`config.mk`:
```
export PLATFORM = sky130hd
export DESIGN_NAME = sdr_ctr_table
export DESIGN_NICKNAME = d
export VERILOG_FILES = /design/src/hw/rtl/sdr_pkg.sv /design/src/hw/rtl/sdr_ctr_table.sv
export SDC_FILE = /design/constraint.sdc
export NUM_CORES = 1
export LEC_CHECK = 0
export BUFFER_PORTS_ARGS = -buffer_cell sky130_fd_sc_hd__buf_2
export CAP_MARGIN = 10
export CORE_ASPECT_RATIO = 0.7
export CORE_MARGIN = 2
export CORE_UTILIZATION = 60
export CTS_CLUSTER_DIAMETER = 60
export DETAILED_ROUTE_END_ITERATION = 8
export GPL_TIMING_DRIVEN = 0
export PLACE_DENSITY = 0.81
export SLEW_MARGIN = 15
export SYNTH_ARGS = -nofsm -noshare
export SYNTH_HDL_FRONTEND = slang
export SYNTH_SLANG_ARGS = --single-unit
```
`constraint.sdc`:
```
create_clock -name clock -period 3.2 [get_ports clock]
set_input_delay 0.96 -clock clock [delete_from_list [all_inputs] [get_ports clock]]
set_output_delay 0.96 -clock clock [all_outputs]
set_load 0.02 [all_outputs]
```
`src/hw/rtl/sdr_pkg.sv`:
```
// ---------------------------------------------------------------------------
// sdr_pkg: shared definitions of the stream-aware replacement engine
// Sizes, RRPV and counter constants, register indexes and memory row types.
// ---------------------------------------------------------------------------
`default_nettype none
package sdr_pkg;
   localparam int SETS        = 2048;
   localparam int SET_BITS    = $clog2(SETS);
   localparam int WAYS        = 16;
   localparam int WAY_BITS    = $clog2(WAYS);
   localparam int SIG_BITS    = 6;
   localparam int CTRS        = 1 << SIG_BITS;
   localparam int PSEL_WIDTH  = 10;
   localparam int LEADER_SETS = 64;
   localparam int ADDR_BITS   = 48;
   localparam int STRIDE_BITS = ADDR_BITS + 1;
   localparam int LFSR_BITS   = 16;
   localparam int CLEAR_LEN   = (SETS > CTRS) ? SETS : CTRS;
   localparam int CLEAR_BITS  = $clog2(CLEAR_LEN);

   localparam logic [1:0] RRPV_MAX  = 2'd3;
   localparam logic [1:0] RRPV_LONG = 2'd2;
   localparam logic [1:0] RRPV_NEAR = 2'd0;
   localparam logic [1:0] CTR_MAX   = 2'd3;
   localparam logic [1:0] CONF_MAX  = 2'd3;

   localparam logic [PSEL_WIDTH-1:0] PSEL_MID = PSEL_WIDTH'(1 << (PSEL_WIDTH - 1));
   localparam logic [PSEL_WIDTH-1:0] PSEL_TOP = {PSEL_WIDTH{1'b1}};
   localparam logic [LFSR_BITS-1:0]  LFSR_SEED = 16'hACE1;

   // Register indexes of the configuration port.
   localparam logic CSR_STREAM_THRESHOLD = 1'b0;
   localparam logic CSR_BRRIP_RARITY     = 1'b1;

   typedef struct packed {
      logic [WAYS-1:0][1:0]          rrpv;
      logic [WAYS-1:0][SIG_BITS-1:0] sig;
      logic [ADDR_BITS-1:0]          seen_addr;
      logic [STRIDE_BITS-1:0]        last_stride;
      logic [1:0]                    conf;
   } set_row_type;

   typedef struct packed {
      logic                en;
      logic [SET_BITS-1:0] addr;
      set_row_type         data;
   } row_wr_type;

   typedef struct packed {
      logic                en;
      logic [SIG_BITS-1:0] addr;
      logic [1:0]          data;
   } ctr_wr_type;
endpackage
`default_nettype wire

```
`src/hw/rtl/sdr_ctr_table.sv`:
```
// ---------------------------------------------------------------------------
// sdr_ctr_table: signature outcome counters
// Two registered read ports and one write port over the 2-bit counters.
// ---------------------------------------------------------------------------
`default_nettype none
module sdr_ctr_table
   import sdr_pkg::*;
(
   input  wire logic                clock,
   input  wire logic                rd_a_en,
   input  wire logic [SIG_BITS-1:0] rd_a_addr,
   input  wire logic                rd_b_en,
   input  wire logic [SIG_BITS-1:0] rd_b_addr,
   input  wire ctr_wr_type          wr,
   output logic [1:0]               rd_a_data,
   output logic [1:0]               rd_b_data
);
   logic [1:0] mem [CTRS];
   logic [1:0] rd_a_ff;
   logic [1:0] rd_b_ff;

   always_ff @(posedge clock) begin
      if (rd_a_en) rd_a_ff <= mem[rd_a_addr];
      if (rd_b_en) rd_b_ff <= mem[rd_b_addr];
      if (wr.en) mem[wr.addr] <= wr.data;
   end

   assign rd_a_data = rd_a_ff;
   assign rd_b_data = rd_b_ff;
endmodule
`default_nettype wire

```
## Word level (Yosys, flattened, before mapping)

Memory sizes are Yosys's and may differ from the RTL's. A register that Yosys moved wholly into a read port is not among the register bits.
Cells that the tools add are included.

| operators by class | value |
|---|---|
| mux-type cells | 2 |

Operators by type and width:

| operator | count |
|---|---|
| $mux 1 | 2 |

| word-level totals | value |
|---|---|
| word-level logic and storage cells | 3 |
| output and inout port bits | 4 |
| bits in registers | 0 |
| memory bits (writable) | 128 |
| memories kept | 1 |
| input bits | 24 |

Memory list:

| memory | depth | width | rd ports | clocked after Yosys merged registers in | wr ports | line | source |
|---|---|---|---|---|---|---|---|
| mem | 64 | 2 | 2 | 2 | 1 | sdr_ctr_table.sv:18 | `logic [1:0] mem [CTRS];` |

## Depth between registers and ports, before layout

Gate-level depths: netlist (run 1).

| logic depth | value |
|---|---|
| word-level depth | 2 |
| depth in mapped cells | 8 |
| mapped depth without buffers | 5 |

## Least setup slack after synthesis (run 1)

No wires, ideal clock.

| timing path | value |
|---|---|
| kind | input to register |
| start | input rd_a_addr[0] |
| end | register rd_a_ff[0], in the netlist rd_a_data[0] (read register of mem) (data pin) |
| required time | 2,944 ps |
| library setup time | 256 ps |
| stages | 7 |
| slack | 613 ps |
| buffers on the path | 3 |
| data arrival time | 2,330 ps |
| path through | buf_6 -> buf_12 -> buf_6 -> mux4_2 -> o221ai_1 -> o21ai_0 -> a22o_1 |

RTL lines:

| element | line | source |
|---|---|---|
| start: declaration | sdr_ctr_table.sv:11 | `input wire logic [SIG_BITS-1:0] rd_a_addr,` |
| end: declaration | sdr_ctr_table.sv:19 | `logic [1:0] rd_a_ff;` |

==> results of run 1 <==
-- cell type report --
cell class / instances / area share
clock buffer: 19 / 0.05815
buffer: 27 / 0.02319
sequential: 132 / 0.5324
multi-input combinational: 247 / 0.3297
tap: 148 / 0.02487
inverter: 1 / 0.0005042
clock inverter: 12 / 0.01765
timing repair buffer: 20 / 0.01345
-- registers in the layout (all words and copies together) (netlist names) --
signal / cells
rd_b_data: 2
rd_a_data: 2
mem: 128
-- per-stage QoR --
step / util / worst slack (ns) / instance area (sq um) / hold WS, ns / std cells
floorplan: - / 0.6134 / 6595 / 0.8203 / 407
global placement: 0.6546 / 0.2127 / 6880 / 0.9569 / 575
detailed placement: 0.6546 / 0.1609 / 6880 / 0.9695 / 575
CTS: 0.7082 / 0.5648 / 7445 / 0.7536 / 606
global route: 0.7082 / 0.4596 / 7445 / 0.7557 / 606
finish: 0.7082 / 0.5083 / 7445 / 0.7557 / 606
-- worst max-delay path, stage by stage --
cell	delay [ns]
buf_4	0.18
buf_2	0.37
buf_4	0.31
mux2i_1	0.28
nand2_1	0.08
a21o_1	0.20
a311oi_1	0.31
a311oi_1	0.12
-- cells by family (layout without fill, tap and decap cells) --
kind of cell    count (synthesis)  after routing
flops                         132            132
simple gates                  131            131
mux                            71             71
compound gates                 45             45
buf+inv                        28             79
-- synth_stat cells, drive strengths merged, types with 2 or more instances --
master / count / share of area
a22o: 4 / 0.0053
nand3: 10 / 0.0076
nand4: 2 / 0.0019
o22ai: 4 / 0.0038
nand3b: 5 / 0.0057
a22oi: 8 / 0.0091
edfxtp: 132 / 0.60
a21oi: 2 / 0.0015
o21ai: 7 / 0.0053
mux2i: 7 / 0.011
a21o: 2 / 0.0023
buf: 17 / 0.020
nor2b: 11 / 0.010
o221ai: 2 / 0.0027
clkbuf: 10 / 0.0057
a31oi: 5 / 0.0047
nor2: 71 / 0.040
mux2: 3 / 0.0051
nand2b: 7 / 0.0066
nand2: 16 / 0.0091
a311oi: 3 / 0.0040
a2111oi: 3 / 0.0059
nor3: 4 / 0.0030
mux4: 61 / 0.22
-- power groups by stage --
stage          clock network (W)  logic [W]  registers [W]
2_1_floorplan                  0   0.000209        0.00197
3_3_place_gp                   0   0.000331        0.00196
3_5_place_dp                   0   0.000337        0.00196
4_1_cts                  0.00187   0.000342        0.00193
5_1_grt                  0.00194   0.000368        0.00193
6_report                 0.00187   0.000351        0.00193
-- how the worst max path moves through the flow --
stage,start,endpoint
final,rd_b_addr[1],rd_b_data[1]
after global placement,rd_b_addr[1],rd_b_data[0]
after detailed placement,rd_b_addr[1],rd_b_data[1]
after CTS,rd_b_addr[1],rd_b_data[1]
after floorplan,rd_a_addr[0],rd_a_data[0]
after global routing,rd_b_addr[1],rd_b_data[1]
-- layer usage --
metal / wire length (um) / GRT usage / up-vias
li1: - / - / 1744
met4: 282 / 0.06975 / 0
met3: 2328 / 0.1243 / 39
met2: 7873 / 0.4583 / 346
met1: 6825 / 0.4480 / 2206
met5: 0 / 0 / -
==> results.py, run 1 <==
metrics = {
    "status": {
        "status": "completed",
    },
    "synth": {
        "synthCells": 407,
        "synthMuxAreaShare": 0.2309,
        "async_flop_share": 0,
        "synth_compound_area_frac": 0.05065,
        "synth-adder-area-share": 0,
        "yosys.area_share.simple": 0.09068,
        "ys_ff_latch": 132,
        "netlist_area_sq_mm": 0.006595,
        "ys_seq_area_frac": 0.6010,
        "synth_top_family_by_area": "multiplexers",
        "synthXorXnorAreaFrac": 0,
        "syn_nets": 431,
        "ys_warn_count": 0,
        "ys.flop_type": "edfxtp_1",
        "synth_edf_count": 132,
        "synthDistinctLibCells": 42,
        "syn_avg_cell_area_sq_um": 16.20,
    },
    "clocking": {
        "clk_latency_ns": 0.42,
        "clkTransAtPathRegs_ns": 0.06,
        "hold_buffers": 0,
        "cts_sinks": 132,
        "post_cts_resized": 0,
        "cts_tree": "done",
        "ctsLongestPathBuffers": 2,
        "cts-root-buf": "clkbuf_16",
        "htreeDepth": 4,
        "numCtsBuffers": 17,
        "cts_setup_buffers": 0,
    },
    "detailed_routing": {
        "via_per_inst": 7.153,
        "vias": 4335,
        "finalWirelength_um": 17310,
        "drc": 0,
        "drt_pass1_iterations": 6,
        "routedWlPerCell_um": 28.56,
        "dr.first_iter.drc_count": 717,
        "ant_nets": 0,
    },
    "worst_setup_path": {
        "r2r_start": "mem[1][1]",
        "start_kind": "input port",
        "r2r_cells": 5,
        "reg2reg_slack_ns": 1.15,
        "required_ns": 3.33,
        "critPathCaptureType": "flip-flop",
        "crit_type": "in -> reg",
        "r2r_end": "rd_a_data[1]",
        "cp.arrival_ns": 2.82,
        "cp_max_fo": 10,
    },
    "power_and_ir_drop": {
        "leakage_nw": 2.376,
        "share_comb_of_total_power": 0.085,
        "netSwitchingPower_w": 0.0009460,
        "finalPower_w": 0.004148,
        "p_int_w": 0.003202,
        "vdd_drop_max_mv": 0.4236,
        "power_density_mw_per_mm2": 557.1,
        "seq_power_share": 0.465,
        "power_frac_clock": 0.450,
        "switching_share": 0.2281,
    },
    "sta": {
        "max_slew_margin": 0.2583,
        "fin_setup_tns_ns": 0,
        "timing.final.max_slew_violations": 0,
        "post-route-period-util": 0.8412,
        "clock_skew_ns": 0.009404,
        "tightest_slew_ns": 1.113,
        "rsz0062_at_grt": "false",
        "setup_viol": 0,
        "fin_crit_ns": 2.692,
        "fmax_mhz": 371.5,
        "hold_viol": 0,
    },
    "final_layout": {
        "regArea_sq_mm": 0.003964,
        "final_common_cell": "edfxtp_1",
        "final_cell_mix": "edfxtp_1, nor2_1, mux4_2",
        "area_growth_pct": 12.88,
        "nNetsFinal": 470,
        "n_antenna_cell": 0,
        "multiInputGateArea_sq_mm": 0.002455,
        "post_route_cells_drive_above_1_share": 0.2576,
        "fill_cells": 681,
    },
    "global_route": {
        "grt_pass1_wl_um": 26120,
        "groute.usage.overall": 0.3125,
        "grt_antenna_before_repair": 0,
        "grt-ovfl-total": 0,
        "grt_pass1_vias": 4214,
        "grt_max_degree": 65,
    },
    "hold_path": {
        "hold_class": "in -> reg",
        "min_path_cells": 1,
        "worstHoldStart": "rd_a_en",
        "min_to": "rd_a_data[0]",
    },
    "floorplan": {
        "core_sq_mm": 0.01051,
        "initial_core_util": 0.6274,
        "die_area_sq_mm": 0.01186,
        "die_y_um": 91.72,
        "ioPinCount": 28,
        "die_w_um": 129.3,
        "fp-row-count": 31,
    },
    "flow_run": {
        "drv_cap": 0,
    },
    "placement": {
        "gp_congestion": 0.9378,
        "dp_hpwl_um": 11480,
        "io_buffer_count": 20,
    },
}
No activity file was read; power rests on OpenSTA's default activity.
==> inputs of run 2 (changes only) <==
CORE_UTILIZATION = 56   (was 60)
PLACE_DENSITY = 0.79   (was 0.81)
clock period = 2.4 ns   (was 3.2 ns; I/O delays follow)
==> run 2 against run 1 <==
Net effect: first-iteration DRC count up 2.2%; largest cell class unchanged; critical path type unchanged; clock power increased by 38%; flip-flop and latch count stayed put; count of clock-buffer cells in the layout down 2; total power increased by 35%; via count is 1.3% lower; largest power group is now clock; sequential share of layout area shrank 0.21 points; global-route usage decreased by 1.8 points.
==> results.py, run 2 (same netlist as run 1, synthesis figures left out) <==
metrics = {
    "status": {
        "status": "completed",
    },
    "final_layout": {
        "post_route_cells_drive_above_1_share": 0.2614,
        "regArea_sq_mm": 0.003964,
        "fill_cells": 786,
        "final_cell_mix": "edfxtp_1, nor2_1, mux4_2",
        "nNetsFinal": 470,
        "area_growth_pct": 13.34,
        "multiInputGateArea_sq_mm": 0.002455,
        "largest_reg_flops": 128,
        "top_register": "mem",
        "final_cells": 616,
        "final_common_cell": "edfxtp_1",
        "n_antenna_cell": 0,
    },
    "clocking": {
        "cts_sinks": 132,
        "clk_latency_ns": 0.43,
        "cts_setup_buffers": 0,
        "ctsLongestPathBuffers": 2,
        "clkTransAtPathRegs_ns": 0.06,
        "htreeDepth": 4,
        "cts-root-buf": "clkbuf_16",
        "cts_tree": "done",
        "numCtsBuffers": 17,
        "post_cts_resized": 0,
        "hold_buffers": 0,
    },
    "sta": {
        "setup_viol": 0,
        "fin_crit_ns": 2.351,
        "tightest_slew_ns": 1.133,
        "post-route-period-util": 0.9794,
        "fmax_mhz": 425.4,
        "rsz0062_at_grt": "false",
        "clock_skew_ns": 0.004206,
        "max_slew_margin": 0.2446,
        "fin_setup_tns_ns": 0,
        "hold_viol": 0,
        "timing.final.max_slew_violations": 0,
    },
    "worst_setup_path": {
        "path_buf_inv": 2,
        "r2r_cells": 5,
        "path_cells": "buf_2 -> clkbuf_1 -> mux4_2 -> mux2i_1 -> a31oi_1 -> a22o_1",
        "r2r_start": "mem[1][1]",
        "crit_type": "in -> reg",
        "max_stage_delay_ns": 0.60,
        "cp_max_fo": 10,
        "r2r_end": "rd_a_data[1]",
        "start_kind": "input port",
        "required_ns": 2.58,
        "cp-startpoint": "rd_a_addr[2]",
        "cp_top_family": "multiplexers",
        "critical-path-slowest-cell": "clkbuf_1",
        "path_depth": 6,
        "reg2reg_slack_ns": 0.32,
        "cp.arrival_ns": 2.53,
        "critPathCaptureType": "flip-flop",
    },
    "power_and_ir_drop": {
        "finalPower_w": 0.005617,
        "vdd_drop_max_mv": 0.5476,
        "leakage_nw": 2.387,
        "power_density_mw_per_mm2": 751.4,
    },
    "global_route": {
        "grt-ovfl-total": 0,
        "grt_max_degree": 65,
        "grt_pass1_vias": 4170,
        "grt_antenna_before_repair": 0,
        "grt_pass1_wl_um": 25630,
        "groute.usage.overall": 0.2940,
    },
    "floorplan": {
        "ioPinCount": 28,
        "die_w_um": 133.7,
        "fp-row-count": 33,
        "core_sq_mm": 0.01160,
        "die_area_sq_mm": 0.01268,
        "initial_core_util": 0.5684,
        "die_y_um": 94.80,
    },
    "detailed_routing": {
        "drc": 0,
        "ant_nets": 0,
        "routedWlPerCell_um": 27.65,
        "drt_pass1_iterations": 7,
        "via_per_inst": 6.948,
        "vias": 4280,
        "dr.first_iter.drc_count": 733,
        "finalWirelength_um": 17030,
    },
    "hold_path": {
        "min_to": "rd_a_data[0]",
        "worstHoldStart": "rd_a_en",
        "hold_class": "in -> reg",
        "min_path_cells": 1,
    },
    "flow_run": {
        "drv_cap": 0,
    },
    "placement": {
        "gp_congestion": 0.9348,
        "dpl.cell_count": 584,
        "dp_hpwl_um": 11590,
        "io_buffer_count": 20,
    },
}
[run 2: changes by cell type in the layout (fill, tap and decap cells not counted), sizes merged]
| cell | delta |
|---|---|
| clkinv | +1 |
| buf | -1 |
| clkbuf | -1 |
| inv | +2 |
[run 2: routing by layer]
layer / vias up / GRT usage / wire [um]
met5: - / 0 / 0
li1: 1752 / - / -
met3: 37 / 0.1208 / 2367
met2: 344 / 0.4295 / 7628
met4: 0 / 0.08954 / 327
met1: 2147 / 0.4100 / 6707
[run 2: worst max-delay path by stage]
stage / slack [ns] / end
after floorplan: 0.05 / rd_a_data[0]
after global placement: -0.36 / rd_b_data[0]
after detailed placement: -0.40 / rd_b_data[0]
after CTS: 0.03 / rd_b_data[0]
after global routing: 0.02 / rd_b_data[0]
final: 0.05 / rd_a_data[0]
[run 2: cell type report]
| cell class | count | area share |
|---|---|---|
| Buffer | 27 | 0.02343 |
| Clock buffer | 17 | 0.05691 |
| Clock inverter | 15 | 0.02076 |
| Inverter | 1 | 0.0005022 |
| Multi-Input combinational cell | 247 | 0.3284 |
| Sequential cell | 132 | 0.5303 |
| Tap cell | 157 | 0.02628 |
| Timing Repair Buffer | 20 | 0.01339 |
[run 2: power breakdown]
group	total, W	leakage [nW]	internal, W	switching [W]
Combinational	0.000464	0.920	0.000184	0.000279
Clock	0.00258	0.275	0.00153	0.00105
Sequential	0.00257	1.19	0.00256	0.00000880
[run 2: stage by stage]
step	worst slack, ns	util	instance area (sq um)	hold WS [ns]
floorplan	0.05337	-	6595	0.8189
global placement	-0.3597	0.5940	6892	0.9344
detailed placement	-0.4010	0.5940	6892	0.9402
CTS	0.02618	0.6440	7472	0.5077
global route	0.01802	0.6442	7475	0.5079
finish	0.04933	0.6442	7475	0.5084
==> inputs of run 3 (changes only) <==
CORE_ASPECT_RATIO = 1.25   (was 0.7)
==> run 3 against run 2 <==
Net effect: count of clock-buffer cells in the layout unchanged; non-clock buffer count did not move; die area is essentially flat; via count is 1.1% lower; final cell count down 3.1%; sequential power about the same; critical endpoint is now rd_b_data[0].
==> results.py, run 3 (same netlist as run 1, synthesis figures left out) <==
metrics = {
    "status": {
        "status": "completed",
    },
    "final_layout": {
        "final_cell_mix": "edfxtp_1, nor2_1, mux4_2",
        "multiInputGateArea_sq_mm": 0.002455,
        "area_growth_pct": 13.00,
        "fill_cells": 771,
        "n_antenna_cell": 0,
        "stdcell_area_sq_mm": 0.007452,
        "post_route_cells_drive_above_1_share": 0.2614,
        "finish.utilization": 0.6446,
        "top_register": "mem",
        "regArea_sq_mm": 0.003964,
        "largest_reg_flops": 128,
        "nNetsFinal": 470,
        "final_common_cell": "edfxtp_1",
    },
    "clocking": {
        "cts_tree": "done",
        "clk_latency_ns": 0.42,
        "htreeDepth": 4,
        "clkTransAtPathRegs_ns": 0.06,
        "numCtsBuffers": 17,
        "cts-root-buf": "clkbuf_16",
        "ctsLongestPathBuffers": 2,
        "cts_setup_buffers": 0,
        "cts_sinks": 132,
    },
    "power_and_ir_drop": {
        "switching_share": 0.2305,
        "netSwitchingPower_w": 0.001281,
        "vdd_drop_max_mv": 0.5372,
        "leakage_nw": 2.385,
        "power_density_mw_per_mm2": 745.9,
        "power_frac_clock": 0.455,
        "share_comb_of_total_power": 0.082,
        "finalPower_w": 0.005559,
        "p_int_w": 0.004278,
        "seq_power_share": 0.463,
    },
    "worst_setup_path": {
        "cp.arrival_ns": 2.51,
        "reg2reg_slack_ns": 0.32,
        "crit_type": "in -> reg",
        "r2r_end": "rd_a_data[0]",
        "r2r_start": "mem[2][0]",
        "critPathCaptureType": "flip-flop",
        "r2r_cells": 5,
        "required_ns": 2.57,
        "start_kind": "input port",
        "cp_max_fo": 10,
    },
    "flow_run": {
        "drv_cap": 0,
    },
    "global_route": {
        "grt-ovfl-total": 0,
        "groute.usage.overall": 0.2773,
        "grt_max_degree": 65,
        "grt_pass1_wl_um": 25100,
        "grt_antenna_before_repair": 0,
        "grt_pass1_vias": 4351,
    },
    "floorplan": {
        "die_area_sq_mm": 0.01267,
        "fp-row-count": 44,
        "die_w_um": 101.1,
        "core_sq_mm": 0.01156,
        "initial_core_util": 0.5705,
        "die_y_um": 125.3,
        "ioPinCount": 28,
    },
    "sta": {
        "fin_crit_ns": 2.338,
        "timing.final.max_slew_violations": 0,
        "fmax_mhz": 427.7,
        "post-route-period-util": 0.9743,
        "clock_skew_ns": 0.006449,
        "setup_viol": 0,
        "tightest_slew_ns": 1.137,
        "hold_viol": 0,
        "max_slew_margin": 0.2423,
        "rsz0062_at_grt": "false",
        "holdWs_ns": 0.5103,
        "setup_ws_ns": 0.06166,
    },
    "placement": {
        "gp_congestion": 0.9071,
        "dp_hpwl_um": 11050,
        "placed_area_sq_mm": 0.006868,
        "io_buffer_count": 20,
        "dpl_worst_slack_ns": -0.4054,
    },
    "detailed_routing": {
        "finalWirelength_um": 16530,
        "ant_nets": 0,
        "drc": 0,
        "drt_pass1_iterations": 5,
        "dr.first_iter.drc_count": 495,
        "vias": 4233,
        "via_per_inst": 7.090,
        "routedWlPerCell_um": 27.69,
    },
    "hold_path": {
        "worstHoldStart": "rd_b_en",
        "min_path_cells": 1,
        "min_to": "rd_b_data[0]",
        "hold_class": "in -> reg",
    },
}
run 3: changes by cell type in the layout (fill, tap and decap cells not counted), sizes merged:
cell	delta
inv	-1
clkinv	+1
buf	+1
clkbuf	-1
run 3: critical path: stages:
cell and delay [ns]:
buf_2 0.14, buf_2 0.34, mux4_2 0.59, a22oi_1 0.27, a21oi_1 0.12, a211o_1 0.32
run 3: power by group through the flow:
| stage | Sequential [W] | Clock, W | Combinational [W] |
|---|---|---|---|
| final | 0.00257 | 0.00253 | 0.000455 |
| after global routing | 0.00257 | 0.00262 | 0.000483 |
| after CTS | 0.00257 | 0.00252 | 0.000450 |
| after detailed placement | 0.00262 | 0 | 0.000445 |
| after global placement | 0.00262 | 0 | 0.000436 |
| after floorplan | 0.00262 | 0 | 0.000279 |
run 3: worst max path at each step:
| stage | startpoint | endpoint | slack [ns] | cells after the start |
|---|---|---|---|---|
| 2_1_floorplan | rd_a_addr[0] | rd_a_data[0] | 0.05 | 7 |
| 3_3_place_gp | rd_b_addr[1] | rd_b_data[1] | -0.39 | 8 |
| 3_5_place_dp | rd_b_addr[1] | rd_b_data[0] | -0.41 | 7 |
| 4_1_cts | rd_b_addr[1] | rd_b_data[0] | 0.04 | 7 |
| 5_1_grt | rd_b_addr[1] | rd_b_data[0] | 0.04 | 7 |
| 6_report | rd_b_addr[0] | rd_b_data[0] | 0.06 | 6 |
run 3: area by class of cell:
type | instances | share of cell area
repair buffers | 20 | 0.01343
plain buffers | 27 | 0.02351
clock buffers | 17 | 0.05709
clock inverters | 15 | 0.02099
well taps | 138 | 0.02317
flip-flops and latches | 132 | 0.5319
multi-input cells | 247 | 0.3294
inverters | 1 | 0.0005037
run 3: metal layers:
metal  track usage  vias up  part of all wire  wire (um)
met2        0.4488      270              0.52       8631
met4        0.1399        0             0.038        626
li1              -     1750                 -          -
met5             0        -                 0          0
met3       0.06428       51             0.085       1397
met1        0.3503     2162              0.36       5874
run 3: metrics by stage:
stage               TNS [ns]  cells
global placement      -1.296    565
floorplan                  0    407
CTS                        0    597
global route               0    597
detailed placement    -1.363    565
finish                     0    597
run 3: repair_timing:
item | 4_1_cts | 5_1_grt
endpoints found under the setup margin | 0 | 2
resized for setup | 0 | 2
hold buffers | 0 | 0
